### src/hw/rtl/assert_macros.svh
// assertion helpers shared by the rtl
`ifndef ASSERT_MACROS_SVH
`define ASSERT_MACROS_SVH

// same-cycle implication
`define ASSERT_IMPLIES(label, clk, rst, ante, cons, msg) \
  label: assert property (@(posedge clk) disable iff (rst) (ante) |-> (cons)) \
    else $error(msg);

// next-cycle implication
`define ASSERT_NEXT(label, clk, rst, ante, cons, msg) \
  label: assert property (@(posedge clk) disable iff (rst) (ante) |=> (cons)) \
    else $error(msg);

`endif

### src/hw/rtl/rte_pkg.sv
package rte_pkg;

  localparam int FRAC_BITS_DEF = 8;
  localparam int TIME_W        = 32;
  localparam int GAIN_W        = 17;
  localparam int GAIN_SHIFT    = 16;
  localparam int DIGIT_W       = 16;
  localparam int DEV_SHIFT     = 2;
  localparam int TIMEOUT_W     = 9;
  localparam int CFG_IDX_W     = 2;

  localparam logic [GAIN_W-1:0] GAIN_ONE           = 17'h10000;
  localparam logic [GAIN_W-1:0] ESTIMATE_GAIN_RST  = 17'd8192;
  localparam logic [GAIN_W-1:0] DEVIATION_GAIN_RST = 17'd16384;

  localparam logic [TIMEOUT_W-1:0] TIMEOUT_MIN = 9'd100;
  localparam logic [TIMEOUT_W-1:0] TIMEOUT_MAX = 9'd300;

  localparam logic [CFG_IDX_W-1:0] REG_ESTIMATE_GAIN  = 2'd0;
  localparam logic [CFG_IDX_W-1:0] REG_DEVIATION_GAIN = 2'd1;

  typedef struct packed {
    logic busy;
    logic done;
  } rte_mul_status_t;

endpackage

### src/hw/rtl/rte_sample_if.sv
interface rte_sample_if import rte_pkg::*; ();
  logic              valid;
  logic              ready;
  logic [TIME_W-1:0] send_time;
  logic [TIME_W-1:0] ack_time;

  modport source (output valid, output send_time, output ack_time, input ready);
  modport sink (input valid, input send_time, input ack_time, output ready);
endinterface

### src/hw/rtl/rte_result_if.sv
interface rte_result_if import rte_pkg::*; ();
  logic                     valid;
  logic                     ready;
  logic [TIMEOUT_W-1:0]     timeout_ms;
  logic signed [TIME_W-1:0] smoothed_rtt;
  logic [TIME_W-1:0]        rtt_deviation;

  modport source (output valid, output timeout_ms, output smoothed_rtt,
                  output rtt_deviation, input ready);
  modport sink (input valid, input timeout_ms, input smoothed_rtt,
                input rtt_deviation, output ready);
endinterface

### src/hw/rtl/rte_cfg_if.sv
interface rte_cfg_if import rte_pkg::*; ();
  logic                 valid;
  logic                 ready;
  logic [CFG_IDX_W-1:0] index;
  logic [GAIN_W-1:0]    data;

  modport source (output valid, output index, output data, input ready);
  modport sink (input valid, input index, input data, output ready);
endinterface

### src/hw/rtl/rte_mul.sv
`include "assert_macros.svh"

module rte_mul import rte_pkg::*; #(
  parameter int MAG_W = TIME_W + FRAC_BITS_DEF,
  localparam int NDIG = (MAG_W + DIGIT_W - 1) / DIGIT_W,
  localparam int PROD_W = NDIG * DIGIT_W + GAIN_W + 1
) (
  input  logic                     clk,
  input  logic                     rst,
  input  logic                     start,
  input  logic                     negate,
  input  logic [GAIN_W-1:0]        gain,
  input  logic [MAG_W-1:0]         magnitude,
  output rte_mul_status_t          status,
  output logic signed [PROD_W-1:0] product
);

  localparam int PAD_W = NDIG * DIGIT_W;
  localparam int CNT_W = (NDIG > 1) ? $clog2(NDIG) : 1;

  logic [PAD_W-1:0]            opnd;
  logic [GAIN_W-1:0]           g;
  logic                        neg;
  logic [CNT_W-1:0]            cnt;
  logic                        busy;
  logic                        done;
  logic signed [PROD_W-1:0]    acc;

  logic [DIGIT_W-1:0]          digit;
  logic [GAIN_W+DIGIT_W-1:0]   pp_u;
  logic signed [PROD_W-1:0]    pp;
  logic signed [PROD_W-1:0]    acc_shift;
  logic signed [PROD_W-1:0]    acc_next;

  // most significant digit first, horner accumulation
  assign digit     = opnd[cnt*DIGIT_W +: DIGIT_W];
  assign pp_u      = g * digit;
  assign pp        = signed'(PROD_W'(pp_u));
  assign acc_shift = acc <<< DIGIT_W;
  assign acc_next  = neg ? (acc_shift - pp) : (acc_shift + pp);

  always_ff @(posedge clk) begin
    if (rst) begin
      busy <= 1'b0;
      done <= 1'b0;
      cnt  <= '0;
    end else begin
      done <= 1'b0;
      if (start) begin
        opnd <= PAD_W'(magnitude);
        g    <= gain;
        neg  <= negate;
        acc  <= '0;
        cnt  <= CNT_W'(NDIG - 1);
        busy <= 1'b1;
      end else if (busy) begin
        acc <= acc_next;
        if (cnt == '0) begin
          busy <= 1'b0;
          done <= 1'b1;
        end else begin
          cnt <= cnt - 1'b1;
        end
      end
    end
  end

  assign status  = '{busy: busy, done: done};
  assign product = acc;

  `ASSERT_IMPLIES(a_no_start_busy, clk, rst, busy, !start, "start while busy")
  `ASSERT_NEXT(a_done_after_last, clk, rst, busy && cnt == '0, done && !busy, "done missing")

endmodule

### src/hw/rtl/retransmit_timeout_estimator.sv
// a sample transaction leads to result valid through the estimate multiply, the deviation multiply
//   and the timeout sum, and the result waits while the previous result is still held
// a new sample is accepted only in the idle state, after the previous result has been loaded;
//   the shared 17x16 multiply-accumulate unit is run twice per sample
// reset: gains to 8192 and 16384, estimate and deviation to zero, no result pending
`include "assert_macros.svh"

module retransmit_timeout_estimator import rte_pkg::*; #(
  parameter int FRAC_BITS = FRAC_BITS_DEF
) (
  input  logic         clk,
  input  logic         rst,
  rte_cfg_if.sink      cfg,
  rte_sample_if.sink   sample,
  rte_result_if.source result
);

  localparam int MAG_W  = TIME_W + FRAC_BITS;
  localparam int EST_W  = MAG_W;
  localparam int DEV_W  = MAG_W;
  localparam int AW     = MAG_W + GAIN_SHIFT + 2;
  localparam int TQ_W   = AW - FRAC_BITS;
  localparam int NDIG   = (MAG_W + DIGIT_W - 1) / DIGIT_W;
  localparam int PROD_W = NDIG * DIGIT_W + GAIN_W + 1;

  typedef enum logic [3:0] {
    S_IDLE,
    S_EST_DIFF,
    S_EST_MUL,
    S_EST_WAIT,
    S_EST_TRUNC,
    S_ERR_DIFF,
    S_ERR_ABS,
    S_DEV_DIFF,
    S_DEV_MUL,
    S_DEV_WAIT,
    S_DEV_SHIFT,
    S_TO_SUM,
    S_TO_TRUNC,
    S_FIN
  } state_t;

  state_t                   state;
  logic [GAIN_W-1:0]        est_gain;
  logic [GAIN_W-1:0]        dev_gain;
  logic signed [TIME_W-1:0] rtt;
  logic signed [EST_W-1:0]  rtt_estimate;
  logic [DEV_W-1:0]         rtt_spread;
  logic signed [AW-1:0]     acc;
  logic [TIME_W-1:0]        err;
  logic [TQ_W-1:0]          tq;
  logic                     out_valid;
  logic [TIMEOUT_W-1:0]     out_timeout;
  logic signed [TIME_W-1:0] out_smoothed;
  logic [TIME_W-1:0]        out_dev;

  logic [GAIN_W-1:0]        est_gain_eff;
  logic [GAIN_W-1:0]        dev_gain_eff;
  logic [GAIN_W-1:0]        mul_gain;
  logic                     mul_start;
  rte_mul_status_t          mul_stat;
  logic signed [PROD_W-1:0] mul_prod;
  logic signed [AW-1:0]     prod_ext;
  logic signed [AW-1:0]     r_ext;
  logic signed [AW-1:0]     e_ext;
  logic [AW-1:0]            d_ext;
  logic [AW-1:0]            err_ext;
  logic [AW-1:0]            acc_mag;
  logic signed [AW-1:0]     gain_bias;
  logic signed [AW-1:0]     frac_bias;
  logic signed [AW-1:0]     est_sum;
  logic signed [AW-1:0]     t_sum;
  logic signed [EST_W-1:0]  e_bias;
  logic signed [EST_W-1:0]  e_sum;
  logic [TIMEOUT_W-1:0]     timeout_clamped;
  logic                     out_free;

  // gain above one acts as one
  assign est_gain_eff = est_gain[GAIN_W-1] ? GAIN_ONE : est_gain;
  assign dev_gain_eff = dev_gain[GAIN_W-1] ? GAIN_ONE : dev_gain;
  assign mul_gain     = (state == S_EST_MUL) ? est_gain_eff : dev_gain_eff;
  assign mul_start    = (state == S_EST_MUL) || (state == S_DEV_MUL);

  assign prod_ext = signed'(mul_prod[AW-1:0]);
  assign r_ext    = AW'(rtt) <<< FRAC_BITS;
  assign e_ext    = AW'(rtt_estimate);
  assign d_ext    = AW'(rtt_spread);
  assign err_ext  = AW'(err);
  assign acc_mag  = acc[AW-1] ? (~acc + 1'b1) : acc;

  // truncation toward zero of signed values
  assign gain_bias = acc[AW-1] ? AW'(GAIN_ONE - 1'b1) : '0;
  assign frac_bias = acc[AW-1] ? AW'((1 << FRAC_BITS) - 1) : '0;
  assign est_sum   = acc + gain_bias;
  assign t_sum     = acc + frac_bias;
  assign e_bias    = rtt_estimate[EST_W-1] ? EST_W'((1 << FRAC_BITS) - 1) : '0;
  assign e_sum     = rtt_estimate + e_bias;

  always_comb begin
    if (tq[TQ_W-1] || (tq < TQ_W'(TIMEOUT_MIN))) begin
      timeout_clamped = TIMEOUT_MIN;
    end else if (tq > TQ_W'(TIMEOUT_MAX)) begin
      timeout_clamped = TIMEOUT_MAX;
    end else begin
      timeout_clamped = tq[TIMEOUT_W-1:0];
    end
  end

  assign out_free = !out_valid || result.ready;

  rte_mul #(
    .MAG_W (MAG_W)
  ) u_mul (
    .clk       (clk),
    .rst       (rst),
    .start     (mul_start),
    .negate    (acc[AW-1]),
    .gain      (mul_gain),
    .magnitude (acc_mag[MAG_W-1:0]),
    .status    (mul_stat),
    .product   (mul_prod)
  );

  always_ff @(posedge clk) begin
    if (rst) begin
      state        <= S_IDLE;
      est_gain     <= ESTIMATE_GAIN_RST;
      dev_gain     <= DEVIATION_GAIN_RST;
      rtt_estimate <= '0;
      rtt_spread   <= '0;
      out_valid    <= 1'b0;
    end else begin
      if (cfg.valid) begin
        case (cfg.index)
          REG_ESTIMATE_GAIN:  est_gain <= cfg.data;
          REG_DEVIATION_GAIN: dev_gain <= cfg.data;
          default: ;
        endcase
      end

      if (result.valid && result.ready && (state != S_FIN)) begin
        out_valid <= 1'b0;
      end

      case (state)
        S_IDLE: begin
          if (sample.valid) begin
            rtt   <= signed'(sample.ack_time - sample.send_time);
            state <= S_EST_DIFF;
          end
        end
        S_EST_DIFF: begin
          acc   <= r_ext - e_ext;
          state <= S_EST_MUL;
        end
        S_EST_MUL: begin
          state <= S_EST_WAIT;
        end
        S_EST_WAIT: begin
          if (mul_stat.done) begin
            acc   <= (e_ext <<< GAIN_SHIFT) + prod_ext;
            state <= S_EST_TRUNC;
          end
        end
        S_EST_TRUNC: begin
          rtt_estimate <= est_sum[GAIN_SHIFT +: EST_W];
          state        <= S_ERR_DIFF;
        end
        S_ERR_DIFF: begin
          acc   <= r_ext - e_ext;
          state <= S_ERR_ABS;
        end
        S_ERR_ABS: begin
          err   <= acc_mag[FRAC_BITS +: TIME_W];
          state <= S_DEV_DIFF;
        end
        S_DEV_DIFF: begin
          acc   <= signed'(err_ext << FRAC_BITS) - signed'(d_ext);
          state <= S_DEV_MUL;
        end
        S_DEV_MUL: begin
          state <= S_DEV_WAIT;
        end
        S_DEV_WAIT: begin
          if (mul_stat.done) begin
            acc   <= signed'(d_ext << GAIN_SHIFT) + prod_ext;
            state <= S_DEV_SHIFT;
          end
        end
        S_DEV_SHIFT: begin
          rtt_spread <= acc[GAIN_SHIFT +: DEV_W];
          state      <= S_TO_SUM;
        end
        S_TO_SUM: begin
          acc   <= e_ext + signed'(d_ext << DEV_SHIFT);
          state <= S_TO_TRUNC;
        end
        S_TO_TRUNC: begin
          tq    <= t_sum[FRAC_BITS +: TQ_W];
          state <= S_FIN;
        end
        S_FIN: begin
          if (out_free) begin
            out_valid    <= 1'b1;
            out_timeout  <= timeout_clamped;
            out_smoothed <= e_sum[FRAC_BITS +: TIME_W];
            out_dev      <= rtt_spread[FRAC_BITS +: TIME_W];
            state        <= S_IDLE;
          end
        end
        default: begin
          state <= S_IDLE;
        end
      endcase
    end
  end

  assign cfg.ready            = 1'b1;
  assign sample.ready         = (state == S_IDLE);
  assign result.valid         = out_valid;
  assign result.timeout_ms    = out_timeout;
  assign result.smoothed_rtt  = out_smoothed;
  assign result.rtt_deviation = out_dev;

  `ASSERT_IMPLIES(a_done_in_wait, clk, rst, mul_stat.done,
                  (state == S_EST_WAIT) || (state == S_DEV_WAIT),
                  "product arrived outside a wait state")
  `ASSERT_IMPLIES(a_load_from_fin, clk, rst, $rose(out_valid), $past(state) == S_FIN,
                  "result loaded outside final step")
  `ASSERT_IMPLIES(a_timeout_range, clk, rst, out_valid,
                  (out_timeout >= TIMEOUT_MIN) && (out_timeout <= TIMEOUT_MAX),
                  "timeout out of range")

endmodule
### src/flat_wrapper.sv
// flat-port wrapper written by rule: the top's interface ports become plain ports
module retransmit_timeout_estimator_flat import rte_pkg::*;
#(
  parameter int FRAC_BITS = FRAC_BITS_DEF
)
  (clk, rst, cfg_valid, cfg_index, cfg_data, cfg_ready, sample_valid, sample_send_time, sample_ack_time, sample_ready, result_valid, result_timeout_ms, result_smoothed_rtt, result_rtt_deviation, result_ready);
  rte_cfg_if cfg_i ();
  rte_sample_if sample_i ();
  rte_result_if result_i ();
  input  logic clk;
  input  logic rst;
  input wire logic [$bits(cfg_i.valid)-1:0] cfg_valid;
  input wire logic [$bits(cfg_i.index)-1:0] cfg_index;
  input wire logic [$bits(cfg_i.data)-1:0] cfg_data;
  output wire logic [$bits(cfg_i.ready)-1:0] cfg_ready;
  input wire logic [$bits(sample_i.valid)-1:0] sample_valid;
  input wire logic [$bits(sample_i.send_time)-1:0] sample_send_time;
  input wire logic [$bits(sample_i.ack_time)-1:0] sample_ack_time;
  output wire logic [$bits(sample_i.ready)-1:0] sample_ready;
  output wire logic [$bits(result_i.valid)-1:0] result_valid;
  output wire logic [$bits(result_i.timeout_ms)-1:0] result_timeout_ms;
  output wire logic [$bits(result_i.smoothed_rtt)-1:0] result_smoothed_rtt;
  output wire logic [$bits(result_i.rtt_deviation)-1:0] result_rtt_deviation;
  input wire logic [$bits(result_i.ready)-1:0] result_ready;
  assign cfg_i.valid = cfg_valid;
  assign cfg_i.index = cfg_index;
  assign cfg_i.data = cfg_data;
  assign cfg_ready = cfg_i.ready;
  assign sample_i.valid = sample_valid;
  assign sample_i.send_time = sample_send_time;
  assign sample_i.ack_time = sample_ack_time;
  assign sample_ready = sample_i.ready;
  assign result_valid = result_i.valid;
  assign result_timeout_ms = result_i.timeout_ms;
  assign result_smoothed_rtt = result_i.smoothed_rtt;
  assign result_rtt_deviation = result_i.rtt_deviation;
  assign result_i.ready = result_ready;
  retransmit_timeout_estimator #(.FRAC_BITS(FRAC_BITS)) u_core (.clk(clk), .rst(rst), .cfg(cfg_i), .sample(sample_i), .result(result_i));
endmodule
### config.mk
export PLATFORM = sky130hd
export DESIGN_NAME = retransmit_timeout_estimator_flat
export DESIGN_NICKNAME = d
export VERILOG_FILES = /design/src/hw/rtl/rte_pkg.sv /design/src/hw/rtl/rte_sample_if.sv /design/src/hw/rtl/rte_result_if.sv /design/src/hw/rtl/rte_cfg_if.sv /design/src/hw/rtl/rte_mul.sv /design/src/hw/rtl/retransmit_timeout_estimator.sv /design/src/flat_wrapper.sv
export VERILOG_INCLUDE_DIRS = /design/src /design/src/hw/rtl
export SDC_FILE = /design/constraint.sdc
export NUM_CORES = 2
export LEC_CHECK = 0
export ABC_AREA = 1
export BUFFER_PORTS_ARGS = -buffer_cell sky130_fd_sc_hd__buf_2
export CAP_MARGIN = 20
export CORE_MARGIN = 2
export CORE_UTILIZATION = 45
export DETAILED_ROUTE_END_ITERATION = 10
export HOLD_SLACK_MARGIN = 0.08
export REMOVE_ABC_BUFFERS = 1
export SYNTH_ARGS = -nofsm -noshare
export SYNTH_HDL_FRONTEND = slang
export SYNTH_HIERARCHICAL = 1
export SYNTH_SLANG_ARGS = --single-unit
### constraint.sdc
create_clock -name clk -period 26.9 [get_ports clk]
set_input_delay 2.69 -clock clk [delete_from_list [all_inputs] [get_ports clk]]
set_output_delay 2.69 -clock clk [all_outputs]
set_load 0.01 [all_outputs]
# Word level (Yosys, flattened, before mapping)
# Index checks and enable logic that the tools add are counted.
[op_classes] n_reduce_logical=27 add_sub_neg=13 bitwise_logic=4 eq_ne=20 shift=1 mux=28 multipliers=1 n_lt_le_gt_ge=2
[ops] operator="58-bit case mux with 5 select lines" count=1
[ops] operator="58-bit 2-to-1 mux" count=4
[ops] operator="40-bit by 40-bit subtractor with 41-bit output" count=2
[ops] operator="56-bit by 58-bit adder with 58-bit output" count=1
[ops] operator="57-bit by 58-bit adder with 58-bit output" count=1
[ops] operator="58-bit by 34-bit adder with 58-bit output" count=1
[ops] operator="58-bit by 9-bit adder with 58-bit output" count=1
[ops] operator="58-bit by 34-bit subtractor with 58-bit output" count=1
[ops] operator="56-bit by 17-bit adder with 56-bit output" count=1
[ops] operator="4-bit case mux with 14 select lines" count=1
[ops] operator="17-bit 2-to-1 mux" count=3
[ops] operator="50-bit by 9-bit greater-than comparator with 1-bit output, second input constant" count=1
[ops] operator="50-bit by 7-bit < comparator with 1-bit output, second input constant" count=1
[ops] operator="48-bit by 7-bit variable part select with 16-bit output" count=1
[ops] operator="40-bit by 43-bit adder with 44-bit output" count=1
[ops] operator="40-bit by 1-bit adder with 40-bit output, second input constant" count=1
[ops] operator="40-bit by 9-bit adder with 40-bit output" count=1
[ops] operator="40-bit 2-to-1 mux" count=1
[ops] operator="40-bit NOT" count=1
[ops] operator="17-bit by 16-bit multiplier with 33-bit output" count=1
[ops] operator="32-bit subtractor" count=1
[ops] operator="4-bit == test, second input constant" count=6
[ops] operator="4-bit by 3-bit == test with 1-bit output, second input constant" count=4
[ops] operator="16-bit 2-to-1 mux" count=1
[ops] operator="25 further kinds" count=58
[totals] out_inout_bits=76 word_cells=118 regBits=484

# Depth between registers and ports, before layout
[depth] word_depth=5 mapped_depth=50

# Cells and area by module
# Netlist, hierarchy kept.
[modules_own_cells] mod="retransmit_timeout_estimator" n_inst=1 cells_each=5118 area_each_um2=32595.0
[modules_own_cells] mod="rte_mul" n_inst=1 cells_each=2504 area_each_um2=18544.0

# Worst setup path before layout
# Ideal clock, no wire load.
[synth_timing] path_kind="input to register" start="input port rst" end="register u_core.out_dev[0], in the netlist u_core/result.rtt_deviation[0] (enable)" required_ns=26.216 arrival_time_ns=9.878 path_stages=2 path_slack_ns=16.338 cell_sequence="clkbuf_1 -> nor4_1"
[synth_via] elab_chain_cells=2
[synth_lines] element="start: declaration" line="flat_wrapper.sv:11" text="input logic rst;"
[synth_lines] element="1-bit NOT (no source line)"
[synth_lines] element="3-bit AND reduction (no source line)"
[synth_lines] element="end signal: assignment" line="retransmit_timeout_estimator.sv:207" text="out_dev <= rtt_spread[FRAC_BITS +: TIME_W];"
[synth_lines] element="end: declaration" line="retransmit_timeout_estimator.sv:55" text="logic [TIME_W-1:0] out_dev;"
# Every way passes these cells.
# A chain may end at the register's enable or synchronous reset.

# Final worst setup path
[layout_timing] start="register u_core.u_mul.cnt[0]" end="register u_core.u_mul.acc[51], in the netlist u_core/u_mul/product[51], data pin"
[layout_via] elab_chain_cells=5 elab_cells_between_ends=6 classes_between="add/sub: 2; mul: 1; shift: 1; mux: 2"
[layout_lines] element="start: declaration" line="rte_mul.sv:24" text="logic [CNT_W-1:0] cnt;"
[layout_lines] element="start signal: assignment" line="rte_mul.sv:54" text="cnt <= CNT_W'(NDIG - 1);"
[layout_lines] element="start signal: assignment" line="rte_mul.sv:62" text="cnt <= cnt - 1'b1;"
[layout_lines] element="48-bit by 7-bit variable part select with 16-bit output (*)" line="rte_mul.sv:36" text="assign digit = opnd[cnt*DIGIT_W +: DIGIT_W];"
[layout_lines] element="17-bit by 16-bit multiplier with 33-bit output (*)" line="rte_mul.sv:37" text="assign pp_u = g * digit;"
[layout_lines] element="58-bit by 34-bit adder with 58-bit output or 58-bit by 34-bit subtractor with 58-bit output (tied branches)" line="rte_mul.sv:40" text="assign acc_next = neg ? (acc_shift - pp) : (acc_shift + pp);"
[layout_lines] element="58-bit 2-to-1 mux (*)" line="rte_mul.sv:40"
[layout_lines] element="58-bit 2-to-1 mux (*)" line="rte_mul.sv:56" text="end else if (busy) begin"
[layout_lines] element="end signal: assignment" line="rte_mul.sv:57" text="acc <= acc_next;"
[layout_lines] element="end: declaration" line="rte_mul.sv:27" text="logic signed [PROD_W-1:0] acc;"
# Every way passes the cells marked *; elsewhere a longest branch is shown, timed or not. The select of a mux whose other input is x is not followed.

==> metrics.txt <==
worst slew margin relative to its limit 14.7%; sum of routed wire length over all layers 216 mm; Worst Reg-to-Reg Cells 40; worst r2r dst u_core/u_mul/product[51]$_SDFFCE_PP0P_; setup repair after global routing missed its margin false; root buffer cell sky130_fd_sc_hd__clkbuf_16; Antenna Violating Nets Remaining 0; post-placement cell area 0.0528 sq mm; later-pin clock latency in the skew report 690 ps; via density per instance 5.60; share of layout cells above drive strength 1 5.63%; post-synthesis average cell area 6.71 sq um; Required @ worst endpoint 27280 ps; Iteration-0 DRC Markers 6134; initial antenna violation count 20; area of the placeable core 0.111 sq mm; Fin Clk Skew 70.1 ps; register-to-register setup slack 16740 ps; worst hold start u_core/est_gain[13]$_SDFFE_PP1P_; count of final max-slew check failures 0; final weighted congestion of routability-driven global placement 1.07; horizontal die dimension 339 microns; number of hold buffers added after CTS 0; clock tree from TritonCTS yes; vias 51300; Remaining DRCs 0; Worst Hold Endpoint u_core/est_gain[13]$_SDFFE_PP1P_; Placed Cells 9054; vias in the first global route 47800; setup-violating endpoint count in the final report 0; Post-CTS Resized 0; post-CTS setup repair buffer count 0; I/O pins 164; mapped cell area 0.0505 sq mm; first-pass iteration count of the detailed router 6; TritonCTS buffer count 54; final hold violation count 0; critical path fanouts, max 20; standard-cell row count 122; TritonCTS Sinks 484; kind of cell with the highest combined delay on the critical path adder cells; Worst-Margin Slew 1270 ps; Critical Path Start Type flip-flop; synth-to-layout area growth 8.36%; final instance area 0.0547 sq mm; sum of buffers and inverters on the critical path 11; fin crit period 10160 ps; wire length of the first global-routing pass 314 mm; Worst Hold Depth 2; maximum level of the CTS H-tree 2; fraction of the core area covered by cells at the end of the flow 49.3%; All-Layer GR Usage 36.8%; element type at the critical path end flip-flop; post-route non-filler standard cell count 9158; starting utilization of the core area 45.5%; cell with the largest stage delay on the worst path sky130_fd_sc_hd__dfxtp_1; final worst path period share 37.8%; gate count of the mapped netlist 7518; status finished clean; largest net degree at the start of global routing 90; Die Footprint 0.115 sq mm; count of buffers from port buffering 162; routed len/inst 23.6 microns; Die Y-Extent 339 microns; nets@finish 8266; data arrival time at the worst-slack endpoint 10540 ps; post-detailed-placement half-perimeter wirelength 180 mm; yosys warns 6; maximum buffer depth of the clock tree 3; maximum operating frequency 98.4 MHz; startpoint-to-endpoint class of the critical path reg -> reg; Max stage delay on crit path 700 ps; CTS clk-pin slew, worst paths 60 ps; Max Cap Violations 0; Final TNS setup 0 ps; Reg-to-Reg Start u_core/u_mul/cnt[0]$_SDFFE_PP0P_; critical path's most frequent cell sky130_fd_sc_hd__inv_1; remaining global-route overflow 0; worst hold path class reg -> reg
worst max path at each step:
| stage | start | end | slack, ps | cells after the start |
|---|---|---|---|---|
| 2_1_floorplan | rst | u_core/result.rtt_deviation[0]$_DFFE_PP_ | 16430 | 1 |
| 3_3_place_gp | u_core/u_mul/cnt[0]$_SDFFE_PP0P_ | u_core/u_mul/product[51]$_SDFFCE_PP0P_ | 17100 | 40 |
| 3_5_place_dp | u_core/u_mul/cnt[0]$_SDFFE_PP0P_ | u_core/u_mul/product[51]$_SDFFCE_PP0P_ | 16950 | 40 |
| 4_1_cts | u_core/u_mul/cnt[0]$_SDFFE_PP0P_ | u_core/u_mul/product[51]$_SDFFCE_PP0P_ | 16870 | 40 |
| 5_1_grt | u_core/u_mul/cnt[0]$_SDFFE_PP0P_ | u_core/u_mul/product[35]$_SDFFCE_PP0P_ | 15930 | 40 |
| 6_report | u_core/u_mul/cnt[0]$_SDFFE_PP0P_ | u_core/u_mul/product[51]$_SDFFCE_PP0P_ | 16740 | 40 |
worst reg2reg max path, delay by kind of cell (launching register included):
family | cells | cell delay (ps)
adders and majority gates | 8 | 3910
AOI/OAI and AO/OA | 13 | 2880
buffers and inverters | 11 | 1660
and+or+nand+nor | 8 | 720
DFF | 1 | 700
flip-flops by register name, summed over array words and instances, names as in the netlist, 32 cells and up:
register / flops
u_core/acc: 58
u_core/err: 32
u_core/result.rtt_deviation: 32
u_core/result.smoothed_rtt: 32
u_core/rtt: 32
u_core/rtt_estimate: 40
u_core/rtt_spread: 40
u_core/tq: 50
u_core/u_mul/opnd: 40
u_core/u_mul/product: 58
final cells by class:
type	instances	area, sq um
Antenna cell	1	2.50
Clock buffer	62	1380
Multi-Input combinational cell	5487	31300
Sequential cell	484	13300
Timing Repair Buffer	200	1100
Fill cell	11700	56300
Inverter	1397	5250
Tap cell	1488	1860
Clock inverter	39	454
layout by cell type (no fill, tap or decap), types with 26 or more instances in the layout:
cell / n
sky130_fd_sc_hd__buf_4: 36
sky130_fd_sc_hd__nor2_1: 979
sky130_fd_sc_hd__fa_1: 212
sky130_fd_sc_hd__clkbuf_16: 54
sky130_fd_sc_hd__o21bai_1: 42
sky130_fd_sc_hd__nor3_1: 110
sky130_fd_sc_hd__edfxtp_1: 361
sky130_fd_sc_hd__o21ai_0: 306
sky130_fd_sc_hd__xor2_1: 127
sky130_fd_sc_hd__dfxtp_1: 123
sky130_fd_sc_hd__buf_2: 162
sky130_fd_sc_hd__inv_1: 1367
sky130_fd_sc_hd__nand2_1: 1944
sky130_fd_sc_hd__nand3_1: 452
sky130_fd_sc_hd__a21oi_1: 471
sky130_fd_sc_hd__nor4_1: 26
sky130_fd_sc_hd__nand3b_1: 31
sky130_fd_sc_hd__nand4_1: 130
sky130_fd_sc_hd__or2_2: 34
sky130_fd_sc_hd__ha_1: 342
routing by layer:
layer,track usage [%],wire length (microns),part of all wire [%],vias to the layer above
li1,-,-,-,24200
met1,53.5,95100,44,24200
met2,53.9,89200,41,2545
met3,7.10,22600,10,385
met4,13.6,9200,4.3,6
met5,0,41,0.019,-
metrics by stage:
stage	worst slack, ps	hold WS, ps
2_1_floorplan	16430	430
3_3_place_gp	17100	445
3_5_place_dp	16950	456
4_1_cts	16870	471
5_1_grt	15930	491
6_report	16740	467
Power is left out: the tool's default activity adds up to more than one toggle a clock period on the data nets, which glitch-free logic cannot reach.
